`config.mk`:
```
export PLATFORM = sky130hd
export DESIGN_NAME = lexical_token_classifier
export DESIGN_NICKNAME = d
export VERILOG_FILES = /design/src/hdl/ltc_pkg.sv /design/src/hdl/lexical_token_classifier.sv /design/src/hdl/ltc_front.sv /design/src/hdl/ltc_queue.sv /design/src/hdl/ltc_back.sv
export SDC_FILE = /design/constraint.sdc
export NUM_CORES = 1
export LEC_CHECK = 0
export BUFFER_PORTS_ARGS = -buffer_cell sky130_fd_sc_hd__clkbuf_2
export CAP_MARGIN = 20
export CELL_PAD_IN_SITES_DETAIL_PLACEMENT = 1
export CELL_PAD_IN_SITES_GLOBAL_PLACEMENT = 2
export CORE_UTILIZATION = 49
export CTS_BUF_LIST = sky130_fd_sc_hd__clkbuf_2 sky130_fd_sc_hd__clkbuf_4 sky130_fd_sc_hd__clkbuf_8
export DETAILED_ROUTE_END_ITERATION = 8
export GPL_TIMING_DRIVEN = 0
export PLACE_DENSITY = 0.9
export SYNTH_ARGS = -nofsm -noshare
export SYNTH_HDL_FRONTEND = slang
export SYNTH_SLANG_ARGS = --single-unit
```
`constraint.sdc`:
```
create_clock -name clk -period 5.5 [get_ports clk]
set_input_delay 0.55 -clock clk [delete_from_list [all_inputs] [get_ports clk]]
set_output_delay 0.55 -clock clk [all_outputs]
set_load 0.005 [all_outputs]
```
`src/hdl/ltc_pkg.sv`:
```
package ltc_pkg;

    localparam int MAX_TOKEN_LEN = 255;
    localparam int RUN_W         = $clog2(MAX_TOKEN_LEN + 1);
    localparam int QDEPTH        = 4;
    localparam int QPTR_W        = $clog2(QDEPTH);
    localparam int QCNT_W        = $clog2(QDEPTH + 1);

    localparam logic [7:0] CH_UNDERSCORE = 8'h5F;
    localparam logic [7:0] CH_EQUAL      = 8'h3D;
    localparam logic [7:0] CH_LESS       = 8'h3C;
    localparam logic [7:0] CH_GREATER    = 8'h3E;
    localparam logic [7:0] CH_QUOTE      = 8'h22;
    localparam logic [7:0] CH_SPACE      = 8'h20;

    typedef enum logic [2:0] {
        KIND_KEYWORD  = 3'd0,
        KIND_NUMBER   = 3'd1,
        KIND_IDENT    = 3'd2,
        KIND_STRING   = 3'd3,
        KIND_OPERATOR = 3'd4,
        KIND_SYMBOL   = 3'd5
    } token_kind_t;

    typedef struct packed {
        logic        valid;
        token_kind_t kind;
        logic [7:0]  length;
        logic [7:0]  ch;
    } token_t;

    // tok0 is the flushed word, tok1 the token raised by the character itself
    typedef struct packed {
        token_t tok0;
        token_t tok1;
    } token_cmd_t;

    function automatic logic [7:0] kw_int_char(input logic [RUN_W-1:0] pos);
        logic [7:0] c;
        c = 8'h00;
        case (pos)
            RUN_W'(0): c = 8'h69;
            RUN_W'(1): c = 8'h6E;
            RUN_W'(2): c = 8'h74;
            default:   c = 8'h00;
        endcase
        return c;
    endfunction

    function automatic logic [7:0] kw_return_char(input logic [RUN_W-1:0] pos);
        logic [7:0] c;
        c = 8'h00;
        case (pos)
            RUN_W'(0): c = 8'h72;
            RUN_W'(1): c = 8'h65;
            RUN_W'(2): c = 8'h74;
            RUN_W'(3): c = 8'h75;
            RUN_W'(4): c = 8'h72;
            RUN_W'(5): c = 8'h6E;
            default:   c = 8'h00;
        endcase
        return c;
    endfunction

    function automatic logic [7:0] sat_len(input logic [RUN_W-1:0] run);
        logic [7:0] r;
        if (17'(run) > 17'd255)
        begin
            r = 8'hFF;
        end
        else
        begin
            r = 8'(run);
        end
        return r;
    endfunction

endpackage

```
`src/hdl/lexical_token_classifier.sv`:
```
// Lexical token classifier: one character transaction per cycle in while
// s_tready is high, tokens out. Input tdata carries the character byte and
// an end-of-line flag; each accepted character updates the open word or
// string and queues the tokens it closes (at most two) in a 4-entry command
// queue. The output side drains it through a registered output stage at one
// token per cycle while m_tready is high, with tlast on the final token raised
// by a character. A character that closes a word and raises an operator or
// symbol yields two output tokens, so sustained input rate is one character
// per cycle unless such pairs keep the queue full. Lengths saturate at 255.
module lexical_token_classifier
    import ltc_pkg::*;
(
    input  logic        clk,
    input  logic        rst_n,
    input  logic        s_tvalid,
    output logic        s_tready,
    input  logic [15:0] s_tdata,   // [7:0] char_code, [8] line_end, [15:9] zero
    output logic        m_tvalid,
    input  logic        m_tready,
    output logic [23:0] m_tdata,   // [2:0] token_kind, [10:3] token_length,
                                   // [18:11] single_char, [23:19] zero
    output logic        m_tlast
);

    token_cmd_t  cmd;
    token_cmd_t  head;
    logic        cmd_valid;
    logic        q_full;
    logic        q_empty;
    logic        q_pop;
    token_kind_t token_kind;
    logic [7:0]  token_length;
    logic [7:0]  single_char;

    ltc_front u_front (
        .clk       (clk),
        .rst_n     (rst_n),
        .in_valid  (s_tvalid),
        .in_ready  (s_tready),
        .char_code (s_tdata[7:0]),
        .line_end  (s_tdata[8]),
        .q_full    (q_full),
        .cmd_valid (cmd_valid),
        .cmd       (cmd)
    );

    ltc_queue u_queue (
        .clk      (clk),
        .rst_n    (rst_n),
        .push     (cmd_valid),
        .push_cmd (cmd),
        .pop      (q_pop),
        .head     (head),
        .full     (q_full),
        .empty    (q_empty)
    );

    ltc_back u_back (
        .clk          (clk),
        .rst_n        (rst_n),
        .head         (head),
        .q_empty      (q_empty),
        .pop          (q_pop),
        .out_valid    (m_tvalid),
        .out_ready    (m_tready),
        .token_kind   (token_kind),
        .token_length (token_length),
        .single_char  (single_char),
        .last_result  (m_tlast)
    );

    assign m_tdata = {5'd0, single_char, token_length, token_kind};

    a_no_overflow: assert property (@(posedge clk) disable iff (!rst_n)
        !(cmd_valid && q_full))
        else $error("token queue overflow");

    a_no_pop_empty: assert property (@(posedge clk) disable iff (!rst_n)
        !(q_pop && q_empty))
        else $error("pop from empty token queue");

    a_single_len: assert property (@(posedge clk) disable iff (!rst_n)
        (m_tvalid && (token_kind == KIND_OPERATOR || token_kind == KIND_SYMBOL))
        |-> (token_length == 8'd1))
        else $error("operator or symbol with length other than one");

    a_keyword_len: assert property (@(posedge clk) disable iff (!rst_n)
        (m_tvalid && token_kind == KIND_KEYWORD)
        |-> (token_length == 8'd3 || token_length == 8'd6))
        else $error("keyword with bad length");

endmodule

```
`src/hdl/ltc_front.sv`:
```
module ltc_front
    import ltc_pkg::*;
(
    input  logic       clk,
    input  logic       rst_n,
    input  logic       in_valid,
    output logic       in_ready,
    input  logic [7:0] char_code,
    input  logic       line_end,
    input  logic       q_full,
    output logic       cmd_valid,
    output token_cmd_t cmd
);

    logic             in_string_reg, in_string_next;
    logic [RUN_W-1:0] run_reg, run_next;
    logic             digit_first_reg, digit_first_next;
    logic             int_match_reg, int_match_next;
    logic             ret_match_reg, ret_match_next;

    logic             acc;
    logic             is_digit;
    logic             is_word;
    logic [RUN_W-1:0] grown;
    token_kind_t      word_kind;

    assign in_ready = !q_full;
    assign acc      = in_valid && in_ready;
    assign is_digit = (char_code >= 8'h30) && (char_code <= 8'h39);
    assign is_word  = is_digit || ((char_code >= 8'h61) && (char_code <= 8'h7A)) ||
                      ((char_code >= 8'h41) && (char_code <= 8'h5A)) ||
                      (char_code == CH_UNDERSCORE);
    assign grown    = (run_reg < RUN_W'(MAX_TOKEN_LEN)) ? run_reg + RUN_W'(1) : run_reg;

    always_comb
    begin
        if ((int_match_reg && run_reg == RUN_W'(3)) ||
            (ret_match_reg && run_reg == RUN_W'(6)))
        begin
            word_kind = KIND_KEYWORD;
        end
        else if (digit_first_reg)
        begin
            word_kind = KIND_NUMBER;
        end
        else
        begin
            word_kind = KIND_IDENT;
        end
    end

    always_comb
    begin
        in_string_next   = in_string_reg;
        run_next         = run_reg;
        digit_first_next = digit_first_reg;
        int_match_next   = int_match_reg;
        ret_match_next   = ret_match_reg;
        cmd              = '0;
        cmd.tok0.kind    = word_kind;
        cmd.tok0.length  = sat_len(run_reg);
        cmd.tok1.kind    = KIND_SYMBOL;
        cmd.tok1.length  = 8'd1;

        if (line_end)
        begin
            if (in_string_reg)
            begin
                cmd.tok1.valid  = 1'b1;
                cmd.tok1.kind   = KIND_STRING;
                cmd.tok1.length = sat_len(grown);
            end
            else
            begin
                cmd.tok0.valid = (run_reg != '0);
            end
            in_string_next   = 1'b0;
            run_next         = '0;
            digit_first_next = 1'b0;
            int_match_next   = 1'b1;
            ret_match_next   = 1'b1;
        end
        else if (in_string_reg)
        begin
            run_next = grown;
            if (char_code == CH_QUOTE)
            begin
                cmd.tok1.valid   = 1'b1;
                cmd.tok1.kind    = KIND_STRING;
                cmd.tok1.length  = sat_len(grown);
                in_string_next   = 1'b0;
                run_next         = '0;
                digit_first_next = 1'b0;
                int_match_next   = 1'b1;
                ret_match_next   = 1'b1;
            end
        end
        else if (is_word)
        begin
            if (run_reg == '0)
            begin
                digit_first_next = is_digit;
            end
            int_match_next = int_match_reg && (run_reg < RUN_W'(3)) &&
                             (char_code == kw_int_char(run_reg));
            ret_match_next = ret_match_reg && (run_reg < RUN_W'(6)) &&
                             (char_code == kw_return_char(run_reg));
            run_next       = grown;
        end
        else
        begin
            cmd.tok0.valid   = (run_reg != '0);
            run_next         = '0;
            digit_first_next = 1'b0;
            int_match_next   = 1'b1;
            ret_match_next   = 1'b1;
            if (char_code == CH_QUOTE)
            begin
                in_string_next = 1'b1;
                run_next       = RUN_W'(1);
            end
            else if (char_code != CH_SPACE)
            begin
                cmd.tok1.valid = 1'b1;
                cmd.tok1.ch    = char_code;
                if (char_code == CH_EQUAL || char_code == CH_LESS ||
                    char_code == CH_GREATER)
                begin
                    cmd.tok1.kind = KIND_OPERATOR;
                end
            end
        end
    end

    assign cmd_valid = acc && (cmd.tok0.valid || cmd.tok1.valid);

    always_ff @(posedge clk or negedge rst_n)
    begin
        if (!rst_n)
        begin
            in_string_reg   <= 1'b0;
            run_reg         <= '0;
            digit_first_reg <= 1'b0;
            int_match_reg   <= 1'b1;
            ret_match_reg   <= 1'b1;
        end
        else if (acc)
        begin
            in_string_reg   <= in_string_next;
            run_reg         <= run_next;
            digit_first_reg <= digit_first_next;
            int_match_reg   <= int_match_next;
            ret_match_reg   <= ret_match_next;
        end
    end

endmodule

```
`src/hdl/ltc_queue.sv`:
```
module ltc_queue
    import ltc_pkg::*;
(
    input  logic       clk,
    input  logic       rst_n,
    input  logic       push,
    input  token_cmd_t push_cmd,
    input  logic       pop,
    output token_cmd_t head,
    output logic       full,
    output logic       empty
);

    token_cmd_t        entry_reg [QDEPTH];
    logic [QPTR_W-1:0] wr_ptr_reg;
    logic [QPTR_W-1:0] rd_ptr_reg;
    logic [QCNT_W-1:0] count_reg, count_next;
    logic              do_push;
    logic              do_pop;

    assign full    = (count_reg == QCNT_W'(QDEPTH));
    assign empty   = (count_reg == '0);
    assign do_push = push && !full;
    assign do_pop  = pop && !empty;
    assign head    = entry_reg[rd_ptr_reg];

    always_comb
    begin
        count_next = count_reg;
        if (do_push && !do_pop)
        begin
            count_next = count_reg + QCNT_W'(1);
        end
        else if (do_pop && !do_push)
        begin
            count_next = count_reg - QCNT_W'(1);
        end
    end

    always_ff @(posedge clk)
    begin
        if (do_push)
        begin
            entry_reg[wr_ptr_reg] <= push_cmd;
        end
    end

    always_ff @(posedge clk or negedge rst_n)
    begin
        if (!rst_n)
        begin
            wr_ptr_reg <= '0;
            rd_ptr_reg <= '0;
            count_reg  <= '0;
        end
        else
        begin
            if (do_push)
            begin
                wr_ptr_reg <= wr_ptr_reg + QPTR_W'(1);
            end
            if (do_pop)
            begin
                rd_ptr_reg <= rd_ptr_reg + QPTR_W'(1);
            end
            count_reg <= count_next;
        end
    end

endmodule

```
`src/hdl/ltc_back.sv`:
```
module ltc_back
    import ltc_pkg::*;
(
    input  logic        clk,
    input  logic        rst_n,
    input  token_cmd_t  head,
    input  logic        q_empty,
    output logic        pop,
    output logic        out_valid,
    input  logic        out_ready,
    output token_kind_t token_kind,
    output logic [7:0]  token_length,
    output logic [7:0]  single_char,
    output logic        last_result
);

    logic        phase_reg, phase_next;
    logic        out_valid_reg;
    token_kind_t kind_reg;
    logic [7:0]  len_reg;
    logic [7:0]  ch_reg;
    logic        last_reg;
    logic        load;
    token_t      sel;
    logic        sel_last;

    assign load = !q_empty && (!out_valid_reg || out_ready);

    // emit the word token first, then the one raised by the character
    always_comb
    begin
        if (!phase_reg && head.tok0.valid)
        begin
            sel        = head.tok0;
            sel_last   = !head.tok1.valid;
            pop        = load && !head.tok1.valid;
            phase_next = head.tok1.valid;
        end
        else
        begin
            sel        = head.tok1;
            sel_last   = 1'b1;
            pop        = load;
            phase_next = 1'b0;
        end
    end

    always_ff @(posedge clk or negedge rst_n)
    begin
        if (!rst_n)
        begin
            phase_reg     <= 1'b0;
            out_valid_reg <= 1'b0;
        end
        else
        begin
            if (load)
            begin
                phase_reg <= phase_next;
            end
            if (load)
            begin
                out_valid_reg <= 1'b1;
            end
            else if (out_ready)
            begin
                out_valid_reg <= 1'b0;
            end
        end
    end

    always_ff @(posedge clk)
    begin
        if (load)
        begin
            kind_reg <= sel.kind;
            len_reg  <= sel.length;
            ch_reg   <= sel.ch;
            last_reg <= sel_last;
        end
    end

    assign out_valid    = out_valid_reg;
    assign token_kind   = kind_reg;
    assign token_length = len_reg;
    assign single_char  = ch_reg;
    assign last_result  = last_reg;

endmodule

```
After elaboration in Yosys (flattened, before gate mapping)
Memories as Yosys holds them, arrays and structs flattened.
Index checks and enable logic that the tools add are counted.
Widths: inputs -> output; s select.
{"block": "word_totals", "output_inout_bits": 27, "register_bits": 41, "word_cells": 147, "ram_bits": 124, "in_bits": 20, "mem_count": 1}
{"memory": "u_queue.entry_reg", "depth": 4, "width": 31, "rd": 1, "rd_ports_with_merged_regs": 0, "write_ports": 1, "line_no": "ltc_queue.sv:14", "text": "token_cmd_t entry_reg [QDEPTH];"}
{"block": "classes", "eq_ne": 17, "add_sub_neg": 5, "n_reduce_logical": 41, "order_cmp": 9, "muxes": 60}
{"op": "$mux 8", "n": 17}
{"op": "$mux 12", "n": 3}
{"op": "$pmux 7 s5", "n": 1}
{"op": "$eq 8x6->1 const B", "n": 4}
{"op": "$mux 1", "n": 29}
{"op": "$eq 8x3->1 const B", "n": 3}
{"op": "$pmux 7 s3", "n": 1}
{"op": "$mux 19", "n": 1}
{"op": "$logic_and 1x1->1", "n": 18}
{"op": "$eq 8x2->1 const B", "n": 2}
{"op": "$eq 8x8->1", "n": 2}
{"op": "$ge 8x7->1 const B", "n": 2}
{"op": "$le 8x7->1 const B", "n": 2}
{"op": "$mux 4", "n": 4}
{"op": "$add 8x1->8 const B", "n": 1}
{"op": "$eq 8x1->1 const B", "n": 1}
{"op": "$eq 8x7->1 const B", "n": 1}
{"op": "$ge 8x6->1 const B", "n": 1}
{"op": "$le 8x6->1 const B", "n": 1}
{"op": "$logic_not 8->1", "n": 1}
{"op": "$logic_or 1x1->1", "n": 8}
{"op": "$lt 8x2->1 const B", "n": 1}
{"op": "$lt 8x3->1 const B", "n": 1}
{"op": "$lt 8x8->1 const B", "n": 1}
{"op": "other kinds (16)", "n": 26}

Longest topological paths before layout
{"block": "logic_depth", "ltp_word": 16, "depth_mapped": 15, "ltp_nobuf": 14}

Hierarchy
Synthesis repeated with hierarchy kept, for this count alone.
{"block": "unflattened", "cells_unflattened": 511, "area_unflattened_um2": 8812.2}
{"module": "ltc_queue", "area_per_inst_um2": 6253.5, "seq_area_each_um2": 4979.8, "instances": 1, "cells_per_inst": 246}
{"module": "ltc_front", "area_per_inst_um2": 1496.4, "seq_area_each_um2": 302.8, "instances": 1, "cells_per_inst": 207}
{"module": "ltc_back", "area_per_inst_um2": 1021.0, "seq_area_each_um2": 650.6, "instances": 1, "cells_per_inst": 52}
{"module": "lexical_token_classifier", "area_per_inst_um2": 41.3, "seq_area_each_um2": 0.0, "instances": 1, "cells_per_inst": 6}

Least setup slack after synthesis
No wires, ideal clock.
{"block": "synth_timing", "path_type": "input port to flip-flop", "from": "input s_tdata[3]", "to": "memory u_queue.entry_reg[0][0] (netlist bit) (enable)", "slack_ps": 1896, "path_stages": 7, "arrival_ps": 3181, "setup_ps": 423, "required_ps": 5077, "path_buffers": 1, "cell_sequence": "buf_6 nor4_1 and3_1 nor2_1 or3_1 a21boi_4 nor2b_1"}
{"block": "synth_via", "elab_chain_cells": 13, "elab_cells_between_ends": 29, "cone_classes": "order compare (6); eq/ne (3); mux (11); reduce/logical (9)"}
{"element": "from (decl)", "line_no": "lexical_token_classifier.sv:17", "text": "input logic [15:0] s_tdata,"}
{"element": "$ge 8x6->1 (tied with other cells)", "line_no": "ltc_front.sv:29", "text": "assign is_digit = (char_code >= 8'h30) && (char_code <= 8'h39);"}
{"element": "$logic_and 1x1->1, on equally long branches", "line_no": "ltc_front.sv:29, ltc_front.sv:30"}
{"element": "$logic_or 1x1->1 (2 in a row)", "line_no": "ltc_front.sv:30", "text": "assign is_word = is_digit || ((char_code >= 8'h61) && (char_code <= 8'h7A)) ||"}
{"element": "$logic_or 1x1->1", "line_no": "ltc_front.sv:31", "text": "((char_code >= 8'h41) && (char_code <= 8'h5A)) ||"}
{"element": "$mux 1 / $mux 4 (equally long branches)", "line_no": "ltc_front.sv:98", "text": "else if (is_word)"}
{"element": "$mux 1 / $mux 4 (equally long branches)", "line_no": "ltc_front.sv:83", "text": "else if (in_string_reg)"}
{"element": "$mux 1 / $mux 12 (equally long branches)", "line_no": "ltc_front.sv:65", "text": "if (line_end)"}
{"element": "$logic_or 1x1->1 (*)", "line_no": "ltc_front.sv:135", "text": "assign cmd_valid = acc && (cmd.tok0.valid || cmd.tok1.valid);"}
{"element": "$logic_and 1x1->1 (*)", "line_no": "ltc_front.sv:135"}
{"element": "$logic_and 1x1->1 (*)", "line_no": "ltc_queue.sv:23", "text": "assign do_push = push && !full;"}
{"element": "$mux 1 (*)", "line_no": "ltc_queue.sv:42", "text": "if (do_push)"}
{"element": "$mux 1 (implied by the code) (*)", "line_no": "ltc_queue.sv:44", "text": "entry_reg[wr_ptr_reg] <= push_cmd;"}
{"element": "to (decl)", "line_no": "ltc_queue.sv:14"}
Every way passes the cells marked *; elsewhere a longest branch is shown, timed or not.

Worst setup path in the final report
{"block": "layout_timing", "from": "register u_front.run_reg[1]", "to": "register u_queue.count_reg[1]"}
{"block": "layout_via", "elab_cells_between_ends": 13, "cone_classes": "mux (5); reduce/logical (8)"}
{"element": "from (decl)", "line_no": "ltc_front.sv:16", "text": "logic [RUN_W-1:0] run_reg, run_next;"}
{"element": "from (signal assigned)", "line_no": "ltc_front.sv:150", "text": "run_reg <= run_next;"}
{"element": "$reduce_bool 8->1 (*)", "line_no": "ltc_front.sv:75, ltc_front.sv:112"}
{"element": "$mux 1", "line_no": "ltc_front.sv:98"}
{"element": "$mux 1", "line_no": "ltc_front.sv:83"}
{"element": "$mux 1 (*)", "line_no": "ltc_front.sv:65"}
{"element": "$logic_or 1x1->1 (*)", "line_no": "ltc_front.sv:135"}
{"element": "$logic_and 1x1->1 (*)", "line_no": "ltc_front.sv:135"}
{"element": "$logic_and 1x1->1 (*)", "line_no": "ltc_queue.sv:23"}
{"element": "via u_queue.do_push", "line_no": "ltc_queue.sv:18", "text": "logic do_push;"}
{"element": "$logic_and 1x1->1 (*)", "line_no": "ltc_queue.sv:30", "text": "if (do_push && !do_pop)"}
{"element": "$mux 3 (*)", "line_no": "ltc_queue.sv:30"}
{"element": "via u_queue.count_next[1]", "line_no": "ltc_queue.sv:17", "text": "logic [QCNT_W-1:0] count_reg, count_next;"}
{"element": "to (signal assigned)", "line_no": "ltc_queue.sv:66", "text": "count_reg <= count_next;"}
{"element": "to (decl)", "line_no": "ltc_queue.sv:17"}
Mark *: on every way through the listed nets, which the timed path passes. The rest lies on a longest branch.
A chain may end at the register's enable or synchronous reset.

==> impl_metrics.json <==
{
  "combPwrFrac_pct": 32.0,
  "firstDrtPassIters": 4,
  "postCtsSetupBuffers": 0,
  "yosys.area.top_type": "edfxtp_1",
  "synth_warnings": 0,
  "synth.avg_cell_area_um2": 15.0,
  "synth_cells": 482,
  "finalNetCount": 570,
  "p_clk_share_pct": 23.0,
  "die-area_um2": 15300,
  "drtAntennaViolNets": 0,
  "cp-start-kind": "flop",
  "drc_errors": 0,
  "finalCritPeriodShare_pct": 65.0,
  "yosysMostFrequentCell": "edfxtp_1",
  "crit_path_end_kind": "flop",
  "min_path_type": "input port to asynchronous set/reset pin",
  "tns_ps": 0,
  "synth_ff_type": "edfxtp_1",
  "rows": 44,
  "rsz0062_at_grt": "no",
  "reg2reg_depth": 13,
  "path_class": "flop to flop",
  "ios": 47,
  "vdd_drop_max_v": 0.000181,
  "clockBufferDepth": 2,
  "met2_usage_pct": 40.4,
  "maxCapViolCount": 0,
  "cts_hold_buf": 0,
  "critical_path_required_ps": 5850,
  "largest_reg_flops": 124,
  "clk_pin_slew_ps": 90,
  "grt_pass1_vias": 4514,
  "drt_iter0_drc": 393,
  "ys_async_sr_fraction_pct": 12.7,
  "cts_resized": 0,
  "synth-seq-cells": 165,
  "start_util_pct": 50.1,
  "final_util_pct": 56.4,
  "syn_to_final_growth_pct": 12.6,
  "synth_edf_count": 144,
  "wl_um": 17100,
  "status": "finished clean",
  "via_count": 4356,
  "leakage_nw": 3.02,
  "ys_types": 57,
  "die_y_um": 124,
  "routedWlPerCell_um": 23.2,
  "final.min_clock_period_ps": 3570,
  "use_met1_pct": 31.3,
  "switching_power_w": 0.00123,
  "netlist_top_cells_count": "edfxtp_1, mux2i_1, nor2_1, nand2_1, dfrtp_1",
  "core_area_um2": 14500,
  "port_buffers": 31,
  "drv_slew": 0,
  "antenna_found_initial": 0,
  "cp_max_fo": 11,
  "arrival_ps": 3920,
  "synth-seq-area-share_pct": 66.9,
  "grt_max_degree": 32,
  "p_per_area_nw_per_um2": 469,
  "vias_per_cell": 5.91,
  "max_clock_freq_ghz": 0.280,
  "grt_first_pass_wirelength_um": 26300,
  "fin_skew_ps": 15.1,
  "die_w_um": 124,
  "hold_viol": 0,
  "seq_power_share_pct": 45.1,
  "antennaDiodeCount": 0,
  "gp_congestion": 0.800,
  "htreeDepth": 4,
  "p_sw_share_pct": 32.2,
  "cts_tree": "done",
  "setup_violations": 0,
  "drive_gt1_share_pct": 23.3,
  "relSlewSlack_pct": 30.6,
  "syn_area_um2": 7250,
  "clock_sinks": 165,
  "synthTopCellsByArea": "edfxtp_1, dfrtp_1, mux2i_1",
  "p_int_w": 0.00260,
  "grt-busiest-layer": "met2",
  "clk_latency_ps": 460,
  "max_slew.worst_pin.slew_ps": 1040,
  "ctsRootBufferMaster": "clkbuf_8",
  "cts_made_buffers": 17,
  "grt.met3_usage_pct": 5.31,
  "netlist.area_leader.share_pct": 59.6,
  "dp_hpwl_um": 11400,
  "overflow": 0,
  "grt.total_usage_pct": 24.2
}
## critical path, cell delays in order, from the launching register on
cell      delay [ps]
dfrtp_1          550
inv_1            180
ha_1             160
clkbuf_1         400
nor2b_1          260
nand3_1          160
a21oi_1          170
or3_1            120
a21boi_4         400
inv_1            100
ha_1             220
inv_1             80
fa_1             390
mux2_2           270
## worst paths after layout
path,to,slack [ps],startpoint
worst max-delay path,u_queue.count_reg[1],1930,u_front.run_reg[1]
worst min register to register,u_queue.count_reg[2],500,u_queue.count_reg[2]
worst max register to register,u_queue.count_reg[1],1930,u_front.run_reg[1]
max in group asynchronous,u_front.run_reg[4],5000,rst_n
min in group clk,u_back.out_valid,280,m_tready
worst min-delay path,u_front.run_reg[6],90,rst_n
## per-stage QoR
step	power, W	instance area [um2]	hold WS [ps]	std cells	setup WS [ps]
4_1_cts	0.00387	8170	70.3	737	1930
3_5_place_dp	0.00299	7770	485	705	1950
5_1_grt	0.00402	8170	85.4	737	1670
2_1_floorplan	0.00256	7270	254	486	1900
3_3_place_gp	0.00288	7650	475	701	560
6_report	0.00383	8170	85.5	737	1930
## layout make-up
type	instances	area (um2)
sequential	165	4850
clock inverter	13	149
tap	184	230
buffer	31	166
clock buffer	19	249
inverter	11	41.3
fill	1392	6310
multi-input combinational	279	2250
timing repair buffer	35	228
## routing by layer
metal	vias to the layer above	wire length, um	share of wire, %
li1	1954	-	-
met1	2234	7320	43
met2	139	8670	51
met3	29	812	4.7
met4	0	319	1.9
met5	-	0	0
## cell families after synthesis
group	share of synthesized area, %
muxes	9.07
adders and majority gates	1.83
buffers and inverters	2.86
and+or+nand+nor	8.73
AOI/OAI and AO/OA	9.11
xor gates and xnor gates	1.45
DFF	66.9
other	0.0517
## power groups by stage
stage / Combinational (W) / Clock, W / Sequential, W
2_1_floorplan: 0.000819 / 0 / 0.00174
3_3_place_gp: 0.00114 / 0 / 0.00174
4_1_cts: 0.00124 / 0.000895 / 0.00173
6_report: 0.00122 / 0.000880 / 0.00173
5_1_grt: 0.00134 / 0.000937 / 0.00175
3_5_place_dp: 0.00124 / 0 / 0.00175
## layout by cell type (no fill, tap or decap), types with 3 or more instances in the layout
cell type / count
o21ai_0: 14
clkbuf_8: 17
nor3_1: 8
buf_1: 3
clkbuf_2: 31
nand3b_1: 5
a221oi_1: 11
nand2_1: 21
clkinvlp_4: 3
mux4_2: 10
a21o_1: 13
a221oi_2: 9
and3_1: 12
dfrtp_1: 19
a21oi_1: 17
mux2_4: 9
nor2b_1: 5
nor2_1: 22
xnor2_1: 9
inv_6: 5
mux2_2: 5
nand4_1: 5
and2_1: 15
clkbuf_1: 12
nand3_1: 8
buf_4: 7
ha_1: 9
nor2b_4: 4
edfxtp_1: 144
conb_1: 5
o21a_1: 3
inv_1: 11
xor2_1: 3
buf_2: 8
mux2i_1: 23
Note: power is estimated with default switching activity, not from simulation.
